$ cat src/hw/rtl/gli_pkg.sv
// Shared types, codes and letter decoding for the G-code line interpreter.
package gli_pkg;

	typedef enum logic [2:0] {
		PH_IDLE,
		PH_LETTER,
		PH_NUMBER,
		PH_COMMENT,
		PH_SKIP
	} phase_t;

	typedef enum logic [1:0] {
		E_IDLE,
		E_FEED,
		E_SCAN,
		E_LOAD
	} emit_state_t;

	localparam int SLOT_W = 5;
	localparam int NSLOT  = 18;
	localparam int RAM_DEPTH = 15;
	localparam int RAM_AW = 4;
	localparam int CODE_W = 16;
	localparam int ITEM_COUNT = 14;
	localparam int IDX_W = 4;

	localparam logic [SLOT_W-1:0] SL_F = 5'd9;
	localparam logic [SLOT_W-1:0] SL_S = 5'd10;
	localparam logic [SLOT_W-1:0] SL_P = 5'd11;
	localparam logic [SLOT_W-1:0] SL_I = 5'd12;
	localparam logic [SLOT_W-1:0] SL_J = 5'd13;
	localparam logic [SLOT_W-1:0] SL_K = 5'd14;
	localparam logic [SLOT_W-1:0] SL_G = 5'd15;
	localparam logic [SLOT_W-1:0] SL_M = 5'd16;
	localparam logic [SLOT_W-1:0] SL_T = 5'd17;

	// item positions of one line's result list
	localparam logic [IDX_W-1:0] IT_HEAD = 4'd0;
	localparam logic [IDX_W-1:0] IT_AX_LAST = 4'd9;
	localparam logic [IDX_W-1:0] IT_CTR = 4'd10;
	localparam logic [IDX_W-1:0] IT_CTR_LAST = 4'd12;
	localparam logic [IDX_W-1:0] IT_M = 4'd13;
	localparam logic [IDX_W-1:0] IT_END = 4'd14;

	localparam logic [3:0] CK_TRAVERSE = 4'd0;
	localparam logic [3:0] CK_FEED     = 4'd1;
	localparam logic [3:0] CK_ARC      = 4'd2;
	localparam logic [3:0] CK_DWELL    = 4'd3;
	localparam logic [3:0] CK_COORD    = 4'd4;
	localparam logic [3:0] CK_TOOLOFS  = 4'd5;
	localparam logic [3:0] CK_HOME     = 4'd6;
	localparam logic [3:0] CK_STOP     = 4'd7;
	localparam logic [3:0] CK_OSTOP    = 4'd8;
	localparam logic [3:0] CK_END      = 4'd9;
	localparam logic [3:0] CK_SPIN_ON  = 4'd10;
	localparam logic [3:0] CK_SPIN_OFF = 4'd11;
	localparam logic [3:0] CK_TOOLCHG  = 4'd12;
	localparam logic [3:0] CK_MIST_ON  = 4'd13;
	localparam logic [3:0] CK_MIST_OFF = 4'd14;
	localparam logic [3:0] CK_FLOOD    = 4'd15;

	localparam logic [1:0] EK_HEADER = 2'd0;
	localparam logic [1:0] EK_AXIS   = 2'd1;
	localparam logic [1:0] EK_CENTRE = 2'd2;

	localparam logic [1:0] PL_XY = 2'd0;

	typedef struct packed {
		logic                     valid;
		logic [NSLOT-1:0]         present;
		logic signed [CODE_W-1:0] g;
		logic signed [CODE_W-1:0] m;
		logic signed [CODE_W-1:0] t;
	} line_t;

	// Upper-case letter to word slot; MSB flags a known letter. Axis slots are 0..8.
	function automatic logic [SLOT_W:0] letter_slot(input logic [7:0] c);
		logic [SLOT_W:0] r;
		r = '0;
		case (c)
			"X": r = {1'b1, 5'd0};
			"Y": r = {1'b1, 5'd1};
			"Z": r = {1'b1, 5'd2};
			"A": r = {1'b1, 5'd3};
			"B": r = {1'b1, 5'd4};
			"C": r = {1'b1, 5'd5};
			"U": r = {1'b1, 5'd6};
			"V": r = {1'b1, 5'd7};
			"W": r = {1'b1, 5'd8};
			"F": r = {1'b1, SL_F};
			"S": r = {1'b1, SL_S};
			"P": r = {1'b1, SL_P};
			"I": r = {1'b1, SL_I};
			"J": r = {1'b1, SL_J};
			"K": r = {1'b1, SL_K};
			"G": r = {1'b1, SL_G};
			"M": r = {1'b1, SL_M};
			"T": r = {1'b1, SL_T};
			default: r = '0;
		endcase
		return r;
	endfunction

endpackage

$ cat src/hw/rtl/gcode_line_interpreter.sv
// Top level of the G-code line interpreter: request streams, scanner, value store, sequencer.
// The block reads one ASCII character per accepted request and turns each program line
// into canonical motion and machine commands. A character is taken every cycle while a
// line is being read. The request that carries tlast closes the line: input then stalls
// while the last word is finished and written into the word value store and the
// sequencer issues the read of the kept feed, and then while the line-end sequencer runs.
// The sequencer first takes the kept feed; then, for each result, it issues one store
// read and then loads the output register, waiting while that register is full; it skips
// every list position that produces nothing and ends with a closing step. The store
// read port is what paces the sequencer. Results leave through a one-deep output register
// that holds while m_tready is low; the next line may start while the final result of a
// line still waits.
module gcode_line_interpreter #(
	parameter int AXIS_COUNT  = 9,
	parameter int VALUE_WIDTH = 32,
	parameter int FRAC_DIGITS = 4
) (
	input  logic        clk,
	input  logic        arst_n,
	input  logic        s_tvalid,
	output logic        s_tready,
	input  logic [7:0]  s_tdata,   // ch[7:0]
	input  logic        s_tlast,   // line_end
	output logic        m_tvalid,
	input  logic        m_tready,
	// cmd_kind[3:0], axis_mask[12:4], arg_value[44:13], arc_ccw[45], elem_index[49:46],
	// elem_value[81:50], metric_mode[82], absolute_mode[83], plane_sel[85:84], zero pad
	output logic [87:0] m_tdata,
	output logic [1:0]  m_tuser,   // elem_kind[1:0]
	output logic        m_tlast    // last
);

	logic acc, blocked, busy;
	logic wr_en, rd_en;
	logic [gli_pkg::RAM_AW-1:0] wr_addr, rd_addr;
	logic signed [VALUE_WIDTH-1:0] wr_data, rd_data;
	gli_pkg::line_t line;

	// hold input while a line is closing or being emitted
	assign s_tready = !blocked && !busy;
	assign acc = s_tvalid && s_tready;

	gli_lexer #(
		.AXIS_COUNT(AXIS_COUNT),
		.VALUE_WIDTH(VALUE_WIDTH),
		.FRAC_DIGITS(FRAC_DIGITS)
	) u_lexer (
		.clk(clk), .arst_n(arst_n),
		.acc(acc), .ch(s_tdata), .line_end(s_tlast),
		.blocked(blocked),
		.wr_en(wr_en), .wr_addr(wr_addr), .wr_data(wr_data),
		.line(line)
	);

	gli_word_ram #(
		.VALUE_WIDTH(VALUE_WIDTH)
	) u_ram (
		.clk(clk),
		.wr_en(wr_en), .wr_addr(wr_addr), .wr_data(wr_data),
		.rd_en(rd_en), .rd_addr(rd_addr), .rd_data(rd_data)
	);

	gli_emitter #(
		.AXIS_COUNT(AXIS_COUNT),
		.VALUE_WIDTH(VALUE_WIDTH),
		.FRAC_DIGITS(FRAC_DIGITS)
	) u_emit (
		.clk(clk), .arst_n(arst_n),
		.line(line), .busy(busy),
		.rd_en(rd_en), .rd_addr(rd_addr), .rd_data(rd_data),
		.m_tvalid(m_tvalid), .m_tready(m_tready),
		.m_tdata(m_tdata), .m_tuser(m_tuser), .m_tlast(m_tlast)
	);

	// no store write may land while the sequencer reads the store
	a_no_write_in_emit: assert property (@(posedge clk) disable iff (!arst_n)
		busy |-> !wr_en) else $error("word store written during emission");

	// a closed line stops further requests on the next cycle
	a_stall_after_line: assert property (@(posedge clk) disable iff (!arst_n)
		(acc && s_tlast) |=> !s_tready) else $error("request taken after line end");

	// element results only follow motion headers
	a_elem_motion: assert property (@(posedge clk) disable iff (!arst_n)
		(m_tvalid && m_tuser != gli_pkg::EK_HEADER) |-> (m_tdata[3:0] <= gli_pkg::CK_ARC))
		else $error("element result with a non-motion kind");

endmodule

$ cat src/hw/rtl/gli_word_ram.sv
// Word value store: one write port, one registered read port.
module gli_word_ram #(
	parameter int VALUE_WIDTH = 32
) (
	input  logic                           clk,
	input  logic                           wr_en,
	input  logic [gli_pkg::RAM_AW-1:0]     wr_addr,
	input  logic signed [VALUE_WIDTH-1:0]  wr_data,
	input  logic                           rd_en,
	input  logic [gli_pkg::RAM_AW-1:0]     rd_addr,
	output logic signed [VALUE_WIDTH-1:0]  rd_data
);

	logic signed [VALUE_WIDTH-1:0] mem [gli_pkg::RAM_DEPTH];

	always_ff @(posedge clk) begin
		if (wr_en) begin
			mem[wr_addr] <= wr_data;
		end
	end

	always_ff @(posedge clk) begin
		if (rd_en) begin
			rd_data <= mem[rd_addr];
		end
	end

endmodule

$ cat src/hw/rtl/gli_lexer.sv
// Character scanner and word finisher: builds present bits, code numbers and stored values.
module gli_lexer #(
	parameter int AXIS_COUNT  = 9,
	parameter int VALUE_WIDTH = 32,
	parameter int FRAC_DIGITS = 4
) (
	input  logic                               clk,
	input  logic                               arst_n,
	input  logic                               acc,
	input  logic [7:0]                         ch,
	input  logic                               line_end,
	output logic                               blocked,
	output logic                               wr_en,
	output logic [gli_pkg::RAM_AW-1:0]         wr_addr,
	output logic signed [VALUE_WIDTH-1:0]      wr_data,
	output gli_pkg::line_t                     line
);

	function automatic longint unsigned pow10(input int n);
		longint unsigned p;
		p = 1;
		for (int i = 0; i < 6; i++) begin
			if (i < n) p = p * 10;
		end
		return p;
	endfunction

	localparam longint unsigned PW = pow10(FRAC_DIGITS);
	localparam longint unsigned HALF = 64'd1 << (VALUE_WIDTH - 1);
	localparam longint unsigned LIMQ_P = (HALF - 1) / PW;
	localparam longint unsigned LIMQ_N = HALF / PW;
	localparam longint unsigned CAP = ((LIMQ_N > 32768) ? LIMQ_N : 64'd32768) + 1;
	localparam int ACC_W = $clog2(CAP + 1);
	localparam int FRAC_W = $clog2(PW);
	localparam int CNT_W = $clog2(FRAC_DIGITS + 1);
	localparam int VW = VALUE_WIDTH;

	gli_pkg::phase_t phase_q, phase_n, ret_q, ret_n;
	logic [gli_pkg::SLOT_W-1:0] slot_q, slot_n;
	logic slot_ok_q, slot_ok_n, open_q, open_n, neg_q, neg_n, dot_q, dot_n, stop_q, stop_n;
	logic [ACC_W-1:0] acc_q, acc_n;
	logic [FRAC_W-1:0] frac_q, frac_n;
	logic [CNT_W-1:0] cnt_q, cnt_n;
	logic pend_q, fin;

	logic fin_s1, line_s1, neg_s1;
	logic [gli_pkg::SLOT_W-1:0] slot_s1;
	logic [ACC_W-1:0] acc_s1;
	logic [FRAC_W-1:0] frac_s1;
	logic [CNT_W-1:0] cnt_s1;

	logic [gli_pkg::NSLOT-1:0] present_q, present_n;
	logic signed [gli_pkg::CODE_W-1:0] g_q, m_q, t_q, g_n, m_n, t_n, code;
	gli_pkg::line_t line_q;

	logic digit;
	logic [3:0] dval;
	logic [7:0] up;
	logic [gli_pkg::SLOT_W:0] ls;
	logic [ACC_W+3:0] acc_x;
	logic [FRAC_W+3:0] frac_x;
	logic [16:0] c17;
	logic [VW-1:0] lim, raw, mag, scale;
	logic over;

	assign digit = (ch >= "0") && (ch <= "9");
	assign dval = ch[3:0];
	assign up = ((ch >= "a") && (ch <= "z")) ? (ch - 8'd32) : ch;
	assign ls = gli_pkg::letter_slot(up);
	assign acc_x = {acc_q, 3'b000} + {2'b00, acc_q, 1'b0} + (ACC_W + 4)'(dval);
	assign frac_x = {frac_q, 3'b000} + {2'b00, frac_q, 1'b0} + (FRAC_W + 4)'(dval);

	always_comb begin
		phase_n = phase_q; ret_n = ret_q; slot_n = slot_q; slot_ok_n = slot_ok_q;
		open_n = open_q; neg_n = neg_q; dot_n = dot_q; stop_n = stop_q;
		acc_n = acc_q; frac_n = frac_q; cnt_n = cnt_q;
		fin = 1'b0;
		if (acc) begin
			case (phase_q)
				gli_pkg::PH_SKIP: ;
				gli_pkg::PH_COMMENT: begin
					if (ch == ")") begin
						phase_n = ret_q;
					end else if (ch == ";" || ch == 8'd0) begin
						fin = 1'b1;
						phase_n = gli_pkg::PH_SKIP;
					end
				end
				default: begin
					if (ch == ";" || ch == 8'd0) begin
						fin = 1'b1;
						phase_n = gli_pkg::PH_SKIP;
					end else if (ch == "(") begin
						ret_n = phase_q;
						phase_n = gli_pkg::PH_COMMENT;
					end else if (phase_q == gli_pkg::PH_LETTER && (ch == "+" || ch == "-")) begin
						neg_n = (ch == "-");
						phase_n = gli_pkg::PH_NUMBER;
					end else if ((phase_q == gli_pkg::PH_LETTER || phase_q == gli_pkg::PH_NUMBER)
						&& (digit || ch == ".")) begin
						phase_n = gli_pkg::PH_NUMBER;
						if (!stop_q) begin
							if (ch == ".") begin
								if (dot_q) stop_n = 1'b1;
								else dot_n = 1'b1;
							end else if (!dot_q) begin
								acc_n = (acc_x > (ACC_W + 4)'(CAP)) ? ACC_W'(CAP) : acc_x[ACC_W-1:0];
							end else if (cnt_q < CNT_W'(FRAC_DIGITS)) begin
								frac_n = frac_x[FRAC_W-1:0];
								cnt_n = cnt_q + 1'b1;
							end
						end
					end else begin
						fin = 1'b1;
						phase_n = gli_pkg::PH_IDLE;
						if (!(ch == " " || (ch >= 8'd9 && ch <= 8'd13))) begin
							slot_n = ls[gli_pkg::SLOT_W-1:0];
							slot_ok_n = ls[gli_pkg::SLOT_W] &&
								(ls[gli_pkg::SLOT_W-1:0] >= 5'd9 ||
								 int'(ls[gli_pkg::SLOT_W-1:0]) < AXIS_COUNT);
							acc_n = '0; frac_n = '0; cnt_n = '0;
							neg_n = 1'b0; dot_n = 1'b0; stop_n = 1'b0;
							open_n = 1'b1;
							phase_n = gli_pkg::PH_LETTER;
						end
					end
				end
			endcase
			if (fin && !(phase_n == gli_pkg::PH_LETTER)) open_n = 1'b0;
		end
		if (pend_q) begin
			// close the last word, then start the next line clean
			fin = 1'b1;
			phase_n = gli_pkg::PH_IDLE;
			ret_n = gli_pkg::PH_IDLE;
			open_n = 1'b0;
		end
	end

	always_ff @(posedge clk or negedge arst_n) begin
		if (!arst_n) begin
			phase_q <= gli_pkg::PH_IDLE;
			ret_q <= gli_pkg::PH_IDLE;
			open_q <= 1'b0;
			pend_q <= 1'b0;
			fin_s1 <= 1'b0;
			line_s1 <= 1'b0;
			present_q <= '0;
			g_q <= '0; m_q <= '0; t_q <= '0;
			line_q <= '0;
		end else begin
			phase_q <= phase_n;
			ret_q <= ret_n;
			open_q <= open_n;
			pend_q <= acc && line_end;
			fin_s1 <= fin && open_q && slot_ok_q;
			line_s1 <= pend_q;
			line_q.valid <= line_s1;
			line_q.present <= present_n;
			line_q.g <= g_n; line_q.m <= m_n; line_q.t <= t_n;
			if (line_s1) begin
				present_q <= '0;
				g_q <= '0; m_q <= '0; t_q <= '0;
			end else begin
				present_q <= present_n;
				g_q <= g_n; m_q <= m_n; t_q <= t_n;
			end
		end
	end

	always_ff @(posedge clk) begin
		slot_q <= slot_n; slot_ok_q <= slot_ok_n; neg_q <= neg_n;
		dot_q <= dot_n; stop_q <= stop_n;
		acc_q <= acc_n; frac_q <= frac_n; cnt_q <= cnt_n;
		if (fin) begin
			slot_s1 <= slot_q; neg_s1 <= neg_q; acc_s1 <= acc_q;
			frac_s1 <= frac_q; cnt_s1 <= cnt_q;
		end
	end

	// finish stage: scale, saturate, and file the word
	always_comb begin
		if (neg_s1) c17 = (acc_s1 > ACC_W'(32768)) ? 17'd32768 : 17'(acc_s1);
		else c17 = (acc_s1 > ACC_W'(32767)) ? 17'd32767 : 17'(acc_s1);
		code = neg_s1 ? gli_pkg::CODE_W'(-c17) : gli_pkg::CODE_W'(c17);
		scale = VW'(pow10(FRAC_DIGITS - int'(cnt_s1)));
		lim = neg_s1 ? VW'(HALF) : VW'(HALF - 1);
		over = neg_s1 ? (acc_s1 > ACC_W'(LIMQ_N)) : (acc_s1 > ACC_W'(LIMQ_P));
		raw = VW'(acc_s1) * VW'(PW) + VW'(frac_s1) * scale;
		mag = (over || raw > lim) ? lim : raw;
		present_n = present_q;
		g_n = g_q; m_n = m_q; t_n = t_q;
		if (fin_s1) begin
			present_n[slot_s1] = 1'b1;
			if (slot_s1 == gli_pkg::SL_G) g_n = code;
			if (slot_s1 == gli_pkg::SL_M) m_n = code;
			if (slot_s1 == gli_pkg::SL_T) t_n = code;
		end
	end

	assign wr_en = fin_s1 && (slot_s1 < gli_pkg::SL_G);
	assign wr_addr = slot_s1[gli_pkg::RAM_AW-1:0];
	assign wr_data = neg_s1 ? -$signed(mag) : $signed(mag);
	assign line = line_q;
	assign blocked = pend_q || line_s1 || line_q.valid;

endmodule

$ cat src/hw/rtl/gli_emitter.sv
// Line-end sequencer: walks the result list, reads stored values, updates modes.
module gli_emitter #(
	parameter int AXIS_COUNT  = 9,
	parameter int VALUE_WIDTH = 32,
	parameter int FRAC_DIGITS = 4
) (
	input  logic                              clk,
	input  logic                              arst_n,
	input  gli_pkg::line_t                    line,
	output logic                              busy,
	output logic                              rd_en,
	output logic [gli_pkg::RAM_AW-1:0]        rd_addr,
	input  logic signed [VALUE_WIDTH-1:0]     rd_data,
	output logic                              m_tvalid,
	input  logic                              m_tready,
	output logic [87:0]                       m_tdata,
	output logic [1:0]                        m_tuser,
	output logic                              m_tlast
);

	gli_pkg::emit_state_t state_q, state_n;
	logic [gli_pkg::IDX_W-1:0] idx_q;
	logic [gli_pkg::NSLOT-1:0] pres_q;
	logic signed [gli_pkg::CODE_W-1:0] g_q, m_q, tool_q;
	logic signed [VALUE_WIDTH-1:0] feed_q;
	logic metric_q, abs_q;
	logic [1:0] plane_q;
	logic valid_q, last_q;
	logic [87:0] data_q;
	logic [1:0] user_q;

	logic motion, arc, free, load;
	logic [gli_pkg::ITEM_COUNT-1:0] need, above;
	logic [8:0] mask;
	logic [3:0] kind, mkind, ei;
	logic [1:0] ek;
	logic [1:0] ctr;
	logic ccw;
	logic signed [31:0] arg, marg, ev;

	assign motion = pres_q[gli_pkg::SL_G] && g_q >= 16'sd0 && g_q <= 16'sd3;
	assign arc = motion && (g_q == 16'sd2 || g_q == 16'sd3);
	assign free = !valid_q || m_tready;
	assign ctr = 2'(idx_q - gli_pkg::IT_CTR);

	always_comb begin
		mask = '0;
		for (int i = 0; i < AXIS_COUNT; i++) mask[i] = pres_q[i];
		need = '0;
		need[0] = pres_q[gli_pkg::SL_G] && (motion || g_q == 16'sd4 || g_q == 16'sd28 ||
			g_q == 16'sd43 || (g_q >= 16'sd54 && g_q <= 16'sd59));
		for (int i = 0; i < AXIS_COUNT; i++) need[1 + i] = motion && pres_q[i];
		for (int i = 0; i < 3; i++) need[10 + i] = arc;
		need[13] = pres_q[gli_pkg::SL_M] && ((m_q >= 16'sd0 && m_q <= 16'sd9) || m_q == 16'sd30);
		above = need & ~((14'd2 << idx_q) - 14'd1);
	end

	// shared header fields of a motion line
	always_comb begin
		case (g_q)
			16'sd0: mkind = gli_pkg::CK_TRAVERSE;
			16'sd1: mkind = gli_pkg::CK_FEED;
			default: mkind = gli_pkg::CK_ARC;
		endcase
		marg = (g_q == 16'sd0) ? 32'sd0 : 32'(feed_q);
	end

	always_comb begin
		kind = '0; arg = '0; ccw = 1'b0; ek = gli_pkg::EK_HEADER; ei = '0; ev = '0;
		if (idx_q == gli_pkg::IT_HEAD) begin
			if (motion) begin
				kind = mkind; arg = marg; ccw = (g_q == 16'sd3);
			end else if (g_q == 16'sd4) begin
				kind = gli_pkg::CK_DWELL;
				arg = pres_q[gli_pkg::SL_P] ? 32'(rd_data) : 32'sd0;
			end else if (g_q == 16'sd43) begin
				kind = gli_pkg::CK_TOOLOFS;
			end else if (g_q == 16'sd28) begin
				kind = gli_pkg::CK_HOME;
			end else begin
				kind = gli_pkg::CK_COORD;
				arg = 32'(g_q - 16'sd54);
			end
		end else if (idx_q <= gli_pkg::IT_AX_LAST) begin
			kind = mkind; arg = marg; ccw = (g_q == 16'sd3);
			ek = gli_pkg::EK_AXIS; ei = idx_q - 4'd1; ev = 32'(rd_data);
		end else if (idx_q <= gli_pkg::IT_CTR_LAST) begin
			kind = mkind; arg = marg; ccw = (g_q == 16'sd3);
			ek = gli_pkg::EK_CENTRE; ei = 4'(ctr);
			ev = pres_q[gli_pkg::SL_I + 5'(ctr)] ? 32'(rd_data) : 32'sd0;
		end else begin
			case (m_q)
				16'sd0: kind = gli_pkg::CK_STOP;
				16'sd1: kind = gli_pkg::CK_OSTOP;
				16'sd3: begin kind = gli_pkg::CK_SPIN_ON; arg = 32'sd1; end
				16'sd4: begin kind = gli_pkg::CK_SPIN_ON; arg = -32'sd1; end
				16'sd5: kind = gli_pkg::CK_SPIN_OFF;
				16'sd6: begin kind = gli_pkg::CK_TOOLCHG; arg = 32'(tool_q); end
				16'sd7: kind = gli_pkg::CK_MIST_ON;
				16'sd8: kind = gli_pkg::CK_FLOOD;
				16'sd9: kind = gli_pkg::CK_MIST_OFF;
				default: kind = gli_pkg::CK_END;
			endcase
		end
	end

	always_comb begin
		state_n = state_q;
		rd_en = 1'b0;
		rd_addr = gli_pkg::SL_F[gli_pkg::RAM_AW-1:0];
		load = 1'b0;
		case (state_q)
			gli_pkg::E_IDLE: begin
				if (line.valid) begin
					rd_en = 1'b1;
					state_n = gli_pkg::E_FEED;
				end
			end
			gli_pkg::E_FEED: state_n = gli_pkg::E_SCAN;
			gli_pkg::E_SCAN: begin
				if (idx_q == gli_pkg::IT_END) begin
					state_n = gli_pkg::E_IDLE;
				end else if (need[idx_q]) begin
					rd_en = 1'b1;
					if (idx_q == gli_pkg::IT_HEAD) rd_addr = gli_pkg::SL_P[gli_pkg::RAM_AW-1:0];
					else if (idx_q <= gli_pkg::IT_AX_LAST) rd_addr = idx_q - 4'd1;
					else rd_addr = idx_q + 4'd2;
					state_n = gli_pkg::E_LOAD;
				end
			end
			gli_pkg::E_LOAD: begin
				if (free) begin
					load = 1'b1;
					state_n = gli_pkg::E_SCAN;
				end
			end
			default: state_n = gli_pkg::E_IDLE;
		endcase
	end

	always_ff @(posedge clk or negedge arst_n) begin
		if (!arst_n) begin
			state_q <= gli_pkg::E_IDLE;
			idx_q <= '0;
			pres_q <= '0;
			feed_q <= VALUE_WIDTH'(300 * (10 ** FRAC_DIGITS));
			tool_q <= '0;
			metric_q <= 1'b1;
			abs_q <= 1'b1;
			plane_q <= gli_pkg::PL_XY;
			valid_q <= 1'b0;
		end else begin
			state_q <= state_n;
			if (state_q == gli_pkg::E_IDLE && line.valid) begin
				pres_q <= line.present;
				idx_q <= '0;
				if (line.present[gli_pkg::SL_T]) tool_q <= line.t;
				if (line.present[gli_pkg::SL_G]) begin
					case (line.g)
						16'sd20: metric_q <= 1'b0;
						16'sd21: metric_q <= 1'b1;
						16'sd90: abs_q <= 1'b1;
						16'sd91: abs_q <= 1'b0;
						16'sd17, 16'sd18, 16'sd19: plane_q <= 2'(line.g - 16'sd17);
						default: ;
					endcase
				end
			end
			if (state_q == gli_pkg::E_FEED && pres_q[gli_pkg::SL_F]) feed_q <= rd_data;
			if (state_q == gli_pkg::E_SCAN && !need[idx_q] && idx_q != gli_pkg::IT_END)
				idx_q <= idx_q + 1'b1;
			if (load) idx_q <= idx_q + 1'b1;
			if (load) valid_q <= 1'b1;
			else if (m_tready) valid_q <= 1'b0;
		end
	end

	always_ff @(posedge clk) begin
		if (state_q == gli_pkg::E_IDLE && line.valid) begin
			g_q <= line.g;
			m_q <= line.m;
		end
		if (load) begin
			data_q <= {2'b00, plane_q, abs_q, metric_q, ev, ei, ccw, arg,
				(kind <= gli_pkg::CK_ARC || kind == gli_pkg::CK_HOME) ? mask : 9'd0, kind};
			user_q <= ek;
			last_q <= (above == '0);
		end
	end

	assign busy = (state_q != gli_pkg::E_IDLE);
	assign m_tvalid = valid_q;
	assign m_tdata = data_q;
	assign m_tuser = user_q;
	assign m_tlast = last_q;

endmodule

$ cat config.mk
export PLATFORM = sky130hd
export DESIGN_NAME = gcode_line_interpreter
export DESIGN_NICKNAME = d
export VERILOG_FILES = /design/src/hw/rtl/gli_pkg.sv /design/src/hw/rtl/gcode_line_interpreter.sv /design/src/hw/rtl/gli_word_ram.sv /design/src/hw/rtl/gli_lexer.sv /design/src/hw/rtl/gli_emitter.sv
export SDC_FILE = /design/constraint.sdc
export NUM_CORES = 2
export LEC_CHECK = 0
export ABC_AREA = 1
export BUFFER_PORTS_ARGS = -buffer_cell sky130_fd_sc_hd__buf_2
export CAP_MARGIN = 30
export CORE_MARGIN = 10
export CORE_UTILIZATION = 65
export CTS_BUF_LIST = sky130_fd_sc_hd__clkbuf_2 sky130_fd_sc_hd__clkbuf_4 sky130_fd_sc_hd__clkbuf_8
export CTS_CLUSTER_DIAMETER = 200
export DETAILED_ROUTE_END_ITERATION = 16
export GPL_ROUTABILITY_DRIVEN = 0
export PLACE_DENSITY = 0.82
export SYNTH_ARGS = -nofsm -noshare
export SYNTH_HDL_FRONTEND = slang
export SYNTH_SLANG_ARGS = --single-unit
$ cat constraint.sdc
create_clock -name clk -period 34.4 [get_ports clk]
set_clock_uncertainty 0.05 [all_clocks]
set_input_delay 1.72 -clock clk [delete_from_list [all_inputs] [get_ports clk]]
set_output_delay 1.72 -clock clk [all_outputs]
set_load 0.01 [all_outputs]
; ---- Yosys cells after proc, flatten, opt, wreduce, memory -nomap -nowiden
; Memories as Yosys holds them, arrays and structs flattened. A register that Yosys moved wholly into a read port is not among the register bits.
; Index checks and enable logic that the tools add are counted.
[classes]
n_reduce_logical = 87
bitwise = 9
muxes = 150
magnitude_cmp = 34
n_shift = 1
multipliers = 7
n_eq_ne = 81
addsub = 18
[ops]
columns = op, n
row1 = $mux 32, 16
row2 = $mux 64, 4
row3 = $mux 16, 13
row4 = $mul 64x3->63 const B, 3
row5 = $eq 8x7->1 const B, 18
row6 = $mux 18, 8
row7 = $pmux 6 s18, 1
row8 = $eq 16x3->1 const B, 6
row9 = $pmux 32 s3, 1
row10 = $mux 14, 6
row11 = $eq 16x5->1 const B, 5
row12 = $lt 3x32->1 const A, 2
row13 = $lt 4x32->1 const A, 2
row14 = $mul 64x3->31 const B, 1
row15 = $mux 4, 16
row16 = $mux 3, 20
row17 = $eq 8x6->1 const B, 7
row18 = $eq 16x4->1 const B, 3
row19 = $eq 16x7->1 const B, 3
row20 = $logic_not 16->1, 3
row21 = $mux 1, 46
row22 = $logic_and 1x1->1, 34
row23 = $add 32x32->32, 1
row24 = $eq 16x1->1 const B, 2
row25 = 94 further kinds, 166
[word_totals]
ram_bits = 480
word_cells = 433
regBits = 426
out_inout_bits = 93
inputBits = 13
n_memories = 1
[memory_table]
columns = name, words, word_bits, read_ports, rd_clocked_by_memory_dff, wr, line
row1 = u_ram.mem, 15, 32, 1, 1, 1, gli_word_ram.sv:14  ; logic signed [VALUE_WIDTH-1:0] mem [gli_pkg::RAM_DEPTH];

; ---- Logic depth before layout (Yosys ltp)
[depth]
ltp_word = 20
ltp_mapped = 84
mapped_depth_nobuf = 82

; ---- By module
; From an unflattened synthesis, not the netlist that was laid out.
[hier_totals]
hier_cells = 6742
area_unflattened_um2 = 60433.0
[modules_own_cells]
columns = module, cells_per_inst, area_each_um2, seq_area_each_um2, n_inst
row1 = gli_lexer, 3799, 29428.2, 6130.9, 1
row2 = gli_word_ram, 1886, 21065.2, 15374.7, 1
row3 = gli_emitter, 1051, 9912.0, 5525.3, 1
row4 = gcode_line_interpreter, 6, 27.5, 0.0, 1

; ---- Worst setup path after synthesis
; No wires, ideal clock.
[synth_timing]
path_kind = register to register
from = reg u_lexer.cnt_s1[1]
to = mem u_ram.mem[0][12] (data pin)
setup_ns = 0.276
path_buffers = 2
required_ns = 34.074
synth_period_minus_slack_ns = 13.365
arrival_ns = 13.039
slack_ns = 21.035
path_stages_with_launch = 74
cell_sequence = edfxtp_1 -> inv_1 -> ha_1 -> xnor2_1 -> nor2_2 -> a21oi_1 -> inv_1 -> ha_1 -> nor2_1 -> inv_1 -> ha_1 -> ha_1 -> or3_1 -> a21oi_1 -> o21ai_0 -> a21o_1 -> xor2_1 -> ha_1 -> (+38 left out) -> nor2_1 -> nand2_1 -> nor4_1 -> nand4_1 -> nand2_1 -> nand2_1 -> nand2_1 -> clkbuf_1 -> clkbuf_1 -> nand2_1 -> inv_1 -> ha_1 -> nand2_1 -> nor2_1 -> nand2_1 -> o21ai_1 -> a21oi_1 -> nor2b_1
[synth_between]
elab_chain_cells = 20
elab_cells_between_ends = 25
cone_classes = add/sub: 3 / mul: 6 / order compare: 7 / mux: 8 / reduce/logical: 1
[synth_lines]
columns = element, line
row1 = from (decl), gli_lexer.sv:50  ; logic [CNT_W-1:0] cnt_s1;
row2 = from (signal assigned), gli_lexer.sv:177  ; frac_s1 <= frac_q; cnt_s1 <= cnt_q;
row3 = $sub 3x3->4 (*), gli_lexer.sv:186  ; scale = VW'(pow10(FRAC_DIGITS - int'(cnt_s1)));
row4 = $lt 1x32->1, gli_lexer.sv:23  ; if (i < n) p = p * 10;
row5 = $mux 4, gli_lexer.sv:23
row6 = $mul 4x3->7, gli_lexer.sv:23
row7 = $mux 64, gli_lexer.sv:23
row8 = $mul 64x3->63, gli_lexer.sv:23
row9 = $mux 64, gli_lexer.sv:23
row10 = $mul 64x3->63, gli_lexer.sv:23
row11 = (+5 left out), -
row12 = $mul 14x32->32 (*), gli_lexer.sv:189  ; raw = VW'(acc_s1) * VW'(PW) + VW'(frac_s1) * scale;
row13 = $add 32x32->32 (*), gli_lexer.sv:189
row14 = $gt 32x32->1, gli_lexer.sv:190  ; mag = (over || raw > lim) ? lim : raw;
row15 = $logic_or 1x1->1, gli_lexer.sv:190
row16 = $mux 32 (*), gli_lexer.sv:190
row17 = $neg 32->32, gli_lexer.sv:203  ; assign wr_data = neg_s1 ? -$signed(mag) : $signed(mag);
row18 = $mux 32 (*), gli_lexer.sv:203
row19 = net u_lexer.wr_data[12], gli_lexer.sv:15  ; output logic signed [VALUE_WIDTH-1:0] wr_data,
row20 = to (decl), gli_word_ram.sv:14
; The timed path passes the listed nets; every way through them passes the cells marked *.

; ---- Worst setup path after layout
[layout_timing]
from = reg u_lexer.cnt_s1[2]
to = mem u_ram.mem[3][17] (data pin)
[layout_between]
elab_chain_cells = 20
elab_cells_between_ends = 25
cone_classes = add/sub: 3 / mul: 6 / order compare: 7 / mux: 8 / reduce/logical: 1
[layout_lines]
columns = element, line
row1 = $sub 3x3->4 (*), gli_lexer.sv:186
row2 = $lt 1x32->1, gli_lexer.sv:23
row3 = $mux 4, gli_lexer.sv:23
row4 = $mul 4x3->7, gli_lexer.sv:23
row5 = $mux 64, gli_lexer.sv:23
row6 = $mul 64x3->63, gli_lexer.sv:23
row7 = $mux 64, gli_lexer.sv:23
row8 = $mul 64x3->63, gli_lexer.sv:23
row9 = (+6 left out), -
row10 = $add 32x32->32 (*), gli_lexer.sv:189
row11 = $gt 32x32->1, gli_lexer.sv:190
row12 = $logic_or 1x1->1, gli_lexer.sv:190
row13 = $mux 32 (*), gli_lexer.sv:190
row14 = net u_lexer.mag[0], gli_lexer.sv:63  ; logic [VW-1:0] lim, raw, mag, scale;
row15 = $neg 32->32 (*), gli_lexer.sv:203
row16 = $mux 32 (*), gli_lexer.sv:203
row17 = net u_lexer.wr_data[17], gli_lexer.sv:15
; Marked as above.

==> flow_summary.toml <==
[floorplan]
die_h_um = 324.9
die_w_um = 324.9
coreArea_um2 = 91940
die-area_um2 = 105500
rows = 111
start_util_pct = 65.71
io_pins = 106

[timing]
period_minus_slack_ns = 17.14
rsz0062_at_grt = "no"
tightest_slew_ns = 1.101
drv_slew = 0
finalCritPeriodShare_pct = 49.84
finalHoldViolCount = 0
relSlewSlack_pct = 26.58
setup_viol = 0
fmax_ghz = 0.05833
fin_tns_setup_ns = 0

[finish]
nFillCells = 6506
syn_to_final_growth_pct = 8.092
final_nets = 7485
fin_area_um2 = 65300
regArea_um2 = 26980
multi_input_area_um2 = 27850
drive_gt1_share_pct = 7.951

[logic_synthesis]
synth_top_area_share_pct = 35.69
synthTopCellsByArea = "edfxtp_1, fa_1, nand2_1"
ys_types = 66
syn_inst = 6742
seq_area_frac_synth_pct = 44.66
synth-seq-cells = 934
yosysWarningCount = 0
ys.flop_type = "edfxtp_1"
synth_edf_count = 718
syn_area_per_cell_um2 = 8.961
syn_area_um2 = 60410
synthArstFlopShare_pct = 23.13
yosys.area.top_type = "edfxtp_1"

[drt]
met1_length_mm = 60.61
drcViolationCount = 0
highest_layer = "met5"
avgViaCountPerCell = 5.938
drtIter0Drc = 6235
totalWireLength_mm = 165.0
dr.pass1.iters = 7
vias = 48540
wl_met2_mm = 75.95
wl_met3_mm = 19.39
drt-wirelength-per-cell_um = 20.18
drtAntennaViolNets = 0

[global_routing]
grt_first_pass_wirelength_mm = 258.2
grtUsageTotal_pct = 30.69
antenna_found_initial = 3
grt_pass1_vias = 47980
grt_max_degree = 94
overflow = 0

[clock_network]
cts_resized = 0
clk-insertion-delay-late_ns = 0.82
cts.clk_slew.worst_paths_ns = 0.06
post_cts_buffers = 0
root_buffer = "clkbuf_8"
cts.htree.levels = 4
clockBufferDepth = 3
cts_buffers = 145
clock_sinks = 934
tritoncts = "built"
cts_hold_buffers = 0

[run]
maxCapViolCount = 0

[placement]
hpwl_mm = 110.7
place_area_um2 = 62220
port_buffers = 103

[setup_path]
ff2ff_setup_slack_ns = 17.26
cp_slowest_cell = "edfxtp_1"
end_kind = "flip-flop"
cp.arrival_ns = 17.56
max_stage_delay_ns = 1.08
crit_fanout = 50
crit_required_ns = 34.82
cpMostUsedCell = "nand2_1"
path_class = "flip-flop to flip-flop"
start_kind = "flip-flop"

[status]
status = "finished clean"

[min_path]
hold_class = "flip-flop to flip-flop"
## synthesized netlist by cell type (10+ instances only)
cell type     n
a21oi_1     200
a31oi_1      16
buf_1        16
buf_2        60
clkbuf_1    164
clkinv_1     14
dfrtp_1     204
dfstp_2      12
edfxtp_1    718
fa_1        315
ha_1        343
inv_1      1246
mux2_2       16
nand2_1    1391
nand3_1     689
nand3b_1     45
nand4_1     131
nor2_1      506
nor3_1       83
nor4_1       12
o211ai_1     24
o21a_1       11
o21ai_0     243
o21bai_1     10
o221ai_1     20
o22ai_1      17
or2_2        57
xnor2_1      27
xor2_1       50
## area by class of cell
cell class                 count  area share [%]
antenna                        2        0.007664
sequential                   934           41.32
clock buffer                 214           4.041
clock inverter                49          0.6208
tap                         1243           2.382
multi-input combinational   4294           42.64
inverter                    1269           7.294
timing repair buffer         170           1.694
## registers in the layout, indices dropped and copies added, names as in the netlist, 16 cells and up
register,flops
u_lexer.acc_s1,18
u_emit.pres_q,16
u_emit.m_tdata,86
u_ram.rd_data,32
u_lexer.present_q,17
u_lexer.acc_q,18
u_emit.g_q,16
u_emit.tool_q,16
u_lexer.m_q,16
u_ram.mem,480
u_lexer.line,66
u_emit.m_q,16
u_emit.feed_q,32
u_lexer.t_q,16
u_lexer.g_q,16
## critical path, delay by kind of cell (launching register included)
| family | cells | cell delay, ns |
|---|---|---|
| XOR/XNOR | 1 | 0.25 |
| flip-flops | 1 | 1.08 |
| AO/OA/AOI/OAI | 9 | 2.07 |
| AND/OR/NAND/NOR | 30 | 5.31 |
| adder cells (fa/ha/maj) | 15 | 6.06 |
| buffers and inverters | 15 | 1.89 |
## logic make-up (layout without fill, tap and decap cells)
family | after synthesis | in the layout | share of synthesized area [%]
buffers and inverters | 1515 | 1702 | 9.581
flip-flops | 934 | 934 | 44.66
XOR/XNOR | 79 | 79 | 1.193
multiplexers | 17 | 17 | 0.3148
adder cells (fa/ha/maj) | 658 | 658 | 17.54
AO/OA/AOI/OAI | 592 | 592 | 5.497
AND/OR/NAND/NOR | 2946 | 2946 | 21.21
other | 1 | 4 | 0.006207
## layout by cell type (no fill, tap or decap), types with 27 or more instances in the layout
| cell | instances |
|---|---|
| a21oi_1 | 200 |
| buf_2 | 103 |
| buf_4 | 62 |
| clkbuf_4 | 49 |
| clkbuf_8 | 165 |
| clkinv_1 | 34 |
| dfrtp_1 | 203 |
| edfxtp_1 | 718 |
| fa_1 | 315 |
| ha_1 | 343 |
| inv_1 | 1245 |
| nand2_1 | 1391 |
| nand3_1 | 688 |
| nand3b_1 | 45 |
| nand4_1 | 131 |
| nor2_1 | 487 |
| nor3_1 | 80 |
| o21ai_0 | 243 |
| or2_2 | 57 |
| xnor2_1 | 27 |
| xor2_1 | 50 |
## layer usage
layer  vias to the layer above  track usage [%]
li1                      21990                -
met1                     22840            39.62
met2                      3105            48.24
met3                       612            6.697
met4                         4            16.58
met5                         -                0
## final timing paths
path,startpoint,end,depth (start not counted)
setup reg to reg,u_lexer.cnt_s1[2],u_ram.mem[3][17],70
max in group asynchronous,arst_n,u_lexer.line_s1,4
min in group asynchronous,arst_n,u_emit.feed_q[30],1
hold / removal,u_lexer.slot_q[3],u_lexer.slot_s1[3],0
setup / recovery,u_lexer.cnt_s1[2],u_ram.mem[3][17],70
hold reg to reg,u_lexer.slot_q[3],u_lexer.slot_s1[3],0
## metrics by stage
stage	utilization, %	hold WS, ns	instances	worst slack [ns]
floorplan	-	0.3413	6743	21.03
global placement	67.58	0.3522	7904	18.37
detailed placement	67.67	0.3542	7908	17.77
CTS	70.98	0.3680	8171	17.70
global route	71.02	0.3812	8174	15.79
finish	71.03	0.3673	8175	17.26
Power is not shown: default switching activity piles up to over one toggle a cycle in this logic, so the estimate is an artifact.
